File: config.mk
export PLATFORM = sky130hd
export DESIGN_NAME = xwcb_ctrl
export DESIGN_NICKNAME = d
export VERILOG_FILES = /design/src/rtl/xwcb_pkg.sv /design/src/rtl/xwcb_ctrl.sv
export SDC_FILE = /design/constraint.sdc
export NUM_CORES = 1
export LEC_CHECK = 0
export CAP_MARGIN = 20
export CORE_AREA = 2 2 39 41
export DETAILED_ROUTE_END_ITERATION = 10
export DIE_AREA = 0 0 41 43
export DONT_BUFFER_PORTS = 1
export MAX_ROUTING_LAYER = met4
export PLACE_DENSITY = 0.37
export SLEW_MARGIN = 0
export SYNTH_ARGS = -nofsm -noshare
export SYNTH_HDL_FRONTEND = slang
export SYNTH_SLANG_ARGS = --single-unit
File: constraint.sdc
create_clock -name clk -period 1.5 [get_ports clk]
set_input_delay 0.3 -clock clk [delete_from_list [all_inputs] [get_ports clk]]
set_output_delay 0.3 -clock clk [all_outputs]
set_load 0.005 [all_outputs]
File: src/rtl/xwcb_pkg.sv
package xwcb_pkg;

  localparam int DEF_MAX_ENTRIES = 64;
  localparam int DEF_HW_SLOTS    = 8;

  localparam int DATA_W   = 32;
  localparam int SLOT_W   = 3;
  localparam int UNIQ_W   = 7;
  localparam int ENTRY_W  = 3 * DATA_W;

  localparam logic [1:0] MODE_BEGIN       = 2'd0;
  localparam logic [1:0] MODE_ADD         = 2'd1;
  localparam logic [1:0] MODE_COMMIT      = 2'd2;
  localparam logic [1:0] MODE_COMMIT_BASE = 2'd3;

  localparam logic [1:0] PROF_NONE  = 2'd0;
  localparam logic [1:0] PROF_STATE = 2'd1;
  localparam logic [1:0] PROF_SYNC  = 2'd2;
  localparam logic [1:0] PROF_AGENT = 2'd3;

  typedef struct packed {
    logic load_in;
    logic begin_batch;
    logic count_add;
    logic cam_cmp;
    logic alloc;
    logic rmw_read;
    logic rmw_write;
    logic walk_clear;
    logic walk_read;
    logic walk_step;
    logic fin_push;
  } cmd_t;

  typedef struct packed {
    logic batch_open;
    logic empty;
    logic full;
    logic hit;
    logic emit;
    logic held;
    logic out_free;
    logic walk_last;
  } status_t;

  typedef struct packed {
    logic              write_valid;
    logic [DATA_W-1:0] write_region;
    logic [SLOT_W-1:0] hw_slot;
    logic [DATA_W-1:0] write_value;
    logic [DATA_W-1:0] repeat_res;
    logic              fence_each;
    logic [DATA_W-1:0] hw_op_total;
    logic [DATA_W-1:0] logical_total;
    logic [UNIQ_W-1:0] unique_total;
    logic              last;
  } out_item_t;

endpackage

File: src/rtl/xwcb_ctrl.sv
module xwcb_ctrl (
  input  logic             clk,
  input  logic             rst,
  input  logic             in_valid,
  output logic             in_ready,
  input  logic [1:0]       mode,
  input  xwcb_pkg::status_t sts,
  output xwcb_pkg::cmd_t    cmd
);
  import xwcb_pkg::*;

  localparam logic [2:0] S_IDLE = 3'd0;
  localparam logic [2:0] S_CMP  = 3'd1;
  localparam logic [2:0] S_LOOK = 3'd2;
  localparam logic [2:0] S_RMW  = 3'd3;
  localparam logic [2:0] S_RD   = 3'd4;
  localparam logic [2:0] S_EV   = 3'd5;
  localparam logic [2:0] S_FIN  = 3'd6;

  logic [2:0] state;
  logic [2:0] state_next;

  always_ff @(posedge clk) begin
    if (rst) begin
      state <= S_IDLE;
    end else begin
      state <= state_next;
    end
  end

  assign in_ready = (state == S_IDLE);

  always_comb begin
    cmd        = '0;
    state_next = state;
    case (state)
      S_IDLE: begin
        if (in_valid) begin
          case (mode)
            MODE_BEGIN: begin
              cmd.begin_batch = 1'b1;
            end
            MODE_ADD: begin
              if (sts.batch_open) begin
                cmd.load_in   = 1'b1;
                cmd.count_add = 1'b1;
                state_next    = S_CMP;
              end
            end
            default: begin
              if (sts.batch_open) begin
                cmd.load_in    = 1'b1;
                cmd.walk_clear = 1'b1;
                state_next     = sts.empty ? S_FIN : S_RD;
              end
            end
          endcase
        end
      end
      S_CMP: begin
        cmd.cam_cmp = 1'b1;
        state_next  = S_LOOK;
      end
      S_LOOK: begin
        if (sts.hit) begin
          cmd.rmw_read = 1'b1;
          state_next   = S_RMW;
        end else begin
          // table full: new region is dropped, the add was already counted
          cmd.alloc  = !sts.full;
          state_next = S_IDLE;
        end
      end
      S_RMW: begin
        cmd.rmw_write = 1'b1;
        state_next    = S_IDLE;
      end
      S_RD: begin
        cmd.walk_read = 1'b1;
        state_next    = S_EV;
      end
      S_EV: begin
        // held write can only move out when the output register is free
        if (!(sts.emit && sts.held && !sts.out_free)) begin
          cmd.walk_step = 1'b1;
          state_next    = sts.walk_last ? S_FIN : S_RD;
        end
      end
      S_FIN: begin
        if (sts.out_free) begin
          cmd.fin_push = 1'b1;
          state_next   = S_IDLE;
        end
      end
      default: begin
        state_next = S_IDLE;
      end
    endcase
  end

endmodule

* Word level (Yosys, flattened, before mapping)
Cells that the tools add are included.
Storage, ports and cells: word-level logic and storage cells 50, input port bits 13, register bits 3, bits in latches 0, ROM bits 0, memory bits (writable) 0, output and inout bits 12, memories kept 0
Cells by class: shift operators 0, reduce and logical (&&, ||, !) cells 8, div/mod/pow operators 0, equality and inequality tests 12, bitwise logic cells 0, order comparisons 0, add/sub/neg operators 0, $mul 0, mux-type cells 29
Operators with widths (count):
- 2-to-1 mux 3 bit | 7
- one-hot mux 3 bit (6 select lines) | 1
- 2-to-1 mux 1 bit | 16
- equality test 3 bit (second input constant) | 3
- 2-to-1 mux 2 bit | 4
- inequality test 2 bit (second input constant) | 4
- equality test 3 x 2 -> 1 bit (second input constant) | 2
- one-hot mux 3 bit (2 select lines) | 1
- AND reduction 5 bit | 1
- equality test 3 x 1 -> 1 bit (second input constant) | 1
- logical NOT 3 bit | 1
- equality test 2 x 1 -> 1 bit (second input constant) | 1
- logical AND 1 bit | 2
- logical NOT 1 bit | 2
- logical NOT 2 bit | 1
- inequality test 2 x 1 -> 1 bit (second input constant) | 1
- OR reduction 2 bit | 1

* Depth between registers and ports, before layout
word-level depth 5, mapped depth 5, depth with buffers taken out 4

* Worst setup path before layout
Ideal clock, no wire load.
path kind register to output, start register state[2], end output cmd[8] (netlist bit), arrival 957 ps, path buffers 1, data required time 1200 ps, setup slack 243 ps, cell stages (with the launch flop) 5, path through dfxtp_1 buf_4 nor3_4 nand3_1 nor2_1
RTL lines:
- start, declared | RTL line xwcb_ctrl.sv:20 | logic [2:0] state;
- start signal, assigned | RTL line xwcb_ctrl.sv:27 | state <= state_next;
- end, declared | RTL line xwcb_ctrl.sv:8 | output xwcb_pkg::cmd_t cmd

==> qor.yml <==
outcome:
  status: "finished, final reports clean"
critical_path:
  start_kind: "register"
  r2r_setup_slack_ns: 0.25
  cp_max_fo: 8
  cp_data_arrival_time_ns: 1.16
  path_class: "register to primary output"
  critical_path_required_ns: 1.20
  r2r-end: "state[1]$_SDFFE_PP0P_"
  crit_start: "state[1]$_SDFFE_PP0P_"
  end_kind: "primary output"
  r2r_start: "state[1]$_SDFFE_PP0P_"
  reg2reg_depth: 5
place:
  dpl_worst_slack_ns: 0.107
  portBuffers: 0
  place.gp.congestion: 0.742
  dp_hpwl_um: 749
floorplan:
  start_util: 0.250
  core_area_um2: 1380
  die_h_um: 43
  rows: 14
  fp.dieW_um: 41
  die-area_um2: 1760
  num_io_pins: 25
clock_tree:
  cts_hold_buf: 0
  cts_root_buf: "clkbuf_4"
  htreeDepth: 1
  clock_latency_ns: 0.23
  cts_buffers: 3
  cts_sinks: 3
  ctsLongestPathBuffers: 2
  clk_pin_slew_ns: 0.03
  cts_tree: "built"
sta:
  period_share: 0.976
  holdWs_ns: 0.170
  final_hold_viol_count: 0
  skew_ns: 0.00496
  setup_ws_ns: 0.0357
  period_needed_ns: 1.46
  setup_viol: 0
  rsz0062_at_grt: "true"
  maxSlewViolCount: 0
  maxSlewHeadroom: 0.771
  fmax_mhz: 683
  tightestPinTransition_ns: 0.343
  setup_tns_ns: 0
synth:
  synth_area_leaders: "dfxtp_1 17%, nor3_4 4.7%, a21oi_1 4.3%"
  synth_cell_types: 29
  avgSynthCellArea_um2: 7.53
  ys_ff_latch: 3
  netlist.area_leader.share: 0.173
  synth_area_leader_cell: "dfxtp_1"
  ys_seq_area_frac: 0.173
  syn-num-nets: 59
  ys_warn_count: 0
  netlist_area_um2: 347
  syn_inst: 46
detailed_routing:
  ant_nets: 0
  post_drt_wl_per_cell_um: 14.6
  dr.pass1.iters: 4
  wl_um: 993
  drtIter0Drc: 11
  viasPerCell: 5.76
  drcViolationCount: 0
  via_count: 392
global_routing:
  use_met1: 0.145
  grt_overflow: 0
  first_global_vias: 346
  grt_use_met3: 0.0576
  grt_first_pass_wirelength_um: 1390
  grt_max_degree: 12
  grt_util_met2: 0.169
  grtUsageTotal: 0.113
  grt.busiest_layer: "met2"
  grt_antenna_before_repair: 0
power:
  cellLeakagePower_nw: 0.170
  power-per-cell-area_nw_per_um2: 715
  fin_total_pwr_mw: 0.316
  peakVddDrop_v: 0.000620
worst_hold_path:
  min_to: "state[0]$_SDFFE_PP0P_"
  hold_path_depth: 1
  min_from: "rst"
  hold_path_class: "input port to register"
flow_run:
  cap_violations: 0
cells_and_area:
  drive_above_1_share: 0.365
  reg.largest.list: "state: 3 flops"
  nets: 66
  largest_reg_flops: 3
  area_growth_pct: 27.4
  regMostFlops: "state"
  post-route-util: 0.319
  diodes: 0
==> worst max path at each step <==
| stage | end | slack, ns | cells after the start |
|---|---|---|---|
| after floorplan | cmd[8] | 0.24 | 4 |
| after global placement | state[1]$_SDFFE_PP0P_ | 0.13 | 5 |
| after detailed placement | cmd[1] | 0.11 | 3 |
| after CTS | cmd[3] | 0.01 | 3 |
| after global routing | cmd[3] | -0.03 | 3 |
| final | cmd[3] | 0.04 | 3 |
==> layer usage <==
layer  up-vias  share of wire
met2        17           0.48
li1        187              -
met4         0              0
met5         -              0
met1       188           0.43
met3         0          0.097
==> cell usage in the layout (no fill, tap or decap), types with 2 or more instances in the layout <==
| master | count |
|---|---|
| buf_4 | 5 |
| nor2_1 | 3 |
| nand2_1 | 3 |
| a21oi_1 | 3 |
| clkbuf_4 | 3 |
| dfxtp_4 | 3 |
| inv_1 | 2 |
| nor3b_1 | 2 |
| and3_1 | 2 |
| nand2b_1 | 2 |
| nor2_2 | 2 |
| nand3_1 | 2 |
| o21a_1 | 2 |
==> cells in the mapped netlist <==
| library cell | count |
|---|---|
| and3_1 | 2 |
| and4bb_2 | 1 |
| inv_1 | 2 |
| nand2b_1 | 2 |
| nand3_1 | 3 |
| o2111ai_1 | 1 |
| o22ai_1 | 1 |
| nor3_4 | 1 |
| nor2_2 | 1 |
| nor4_1 | 1 |
| a21o_1 | 1 |
| o211ai_1 | 1 |
| or4_1 | 1 |
| and3b_1 | 1 |
| nor2_1 | 4 |
| nand2_1 | 3 |
| a21oi_1 | 3 |
| dfxtp_1 | 3 |
| nor3_1 | 1 |
| nand4b_1 | 1 |
| nor4b_1 | 1 |
| o21ai_1 | 1 |
| buf_4 | 2 |
| nor3b_1 | 2 |
| a221oi_2 | 1 |
| buf_2 | 1 |
| a2bb2oi_1 | 1 |
| a32oi_1 | 1 |
| o21a_1 | 2 |
==> critical path: stages, from the launching register on <==
cell     delay, ns
dfxtp_4       0.36
nor3_4        0.28
nand3_2       0.14
nor2_2        0.15
==> cell families (layout without fill, tap and decap cells) <==
group / count (synthesis) / after routing / synth area share
flip-flops: 3 / 3 / 0.173
AO/OA/AOI/OAI: 13 / 13 / 0.282
buffers and inverters: 5 / 11 / 0.0794
AND/OR/NAND/NOR: 25 / 25 / 0.466
==> report_power, final <==
part	switching, mW	leakage, nW	total [mW]	internal, mW
Combinational	0.0416	0.128	0.0818	0.0403
Clock	0.0379	0.0150	0.137	0.0994
Sequential	0.0135	0.0267	0.0967	0.0833
==> through the flow <==
step	cell area, um^2	instances
finish	442	68
global route	442	68
detailed placement	377	63
floorplan	347	46
global placement	377	63
CTS	414	67
==> cell type report <==
cell class | count | area, um^2
tap | 16 | 20.0
fill | 160 | 942
inverter | 2 | 7.51
clock buffer | 4 | 26.3
timing repair buffer | 5 | 37.5
sequential | 3 | 71.3
multi-input combinational | 38 | 279
==> repair_timing <==
item	4_1_cts	5_1_grt
pin swaps	2	2
setup endpoints to repair	8	5
buffers inserted	0	1
gates resized for setup	5	5
Note: power is estimated with default switching activity, not from simulation.
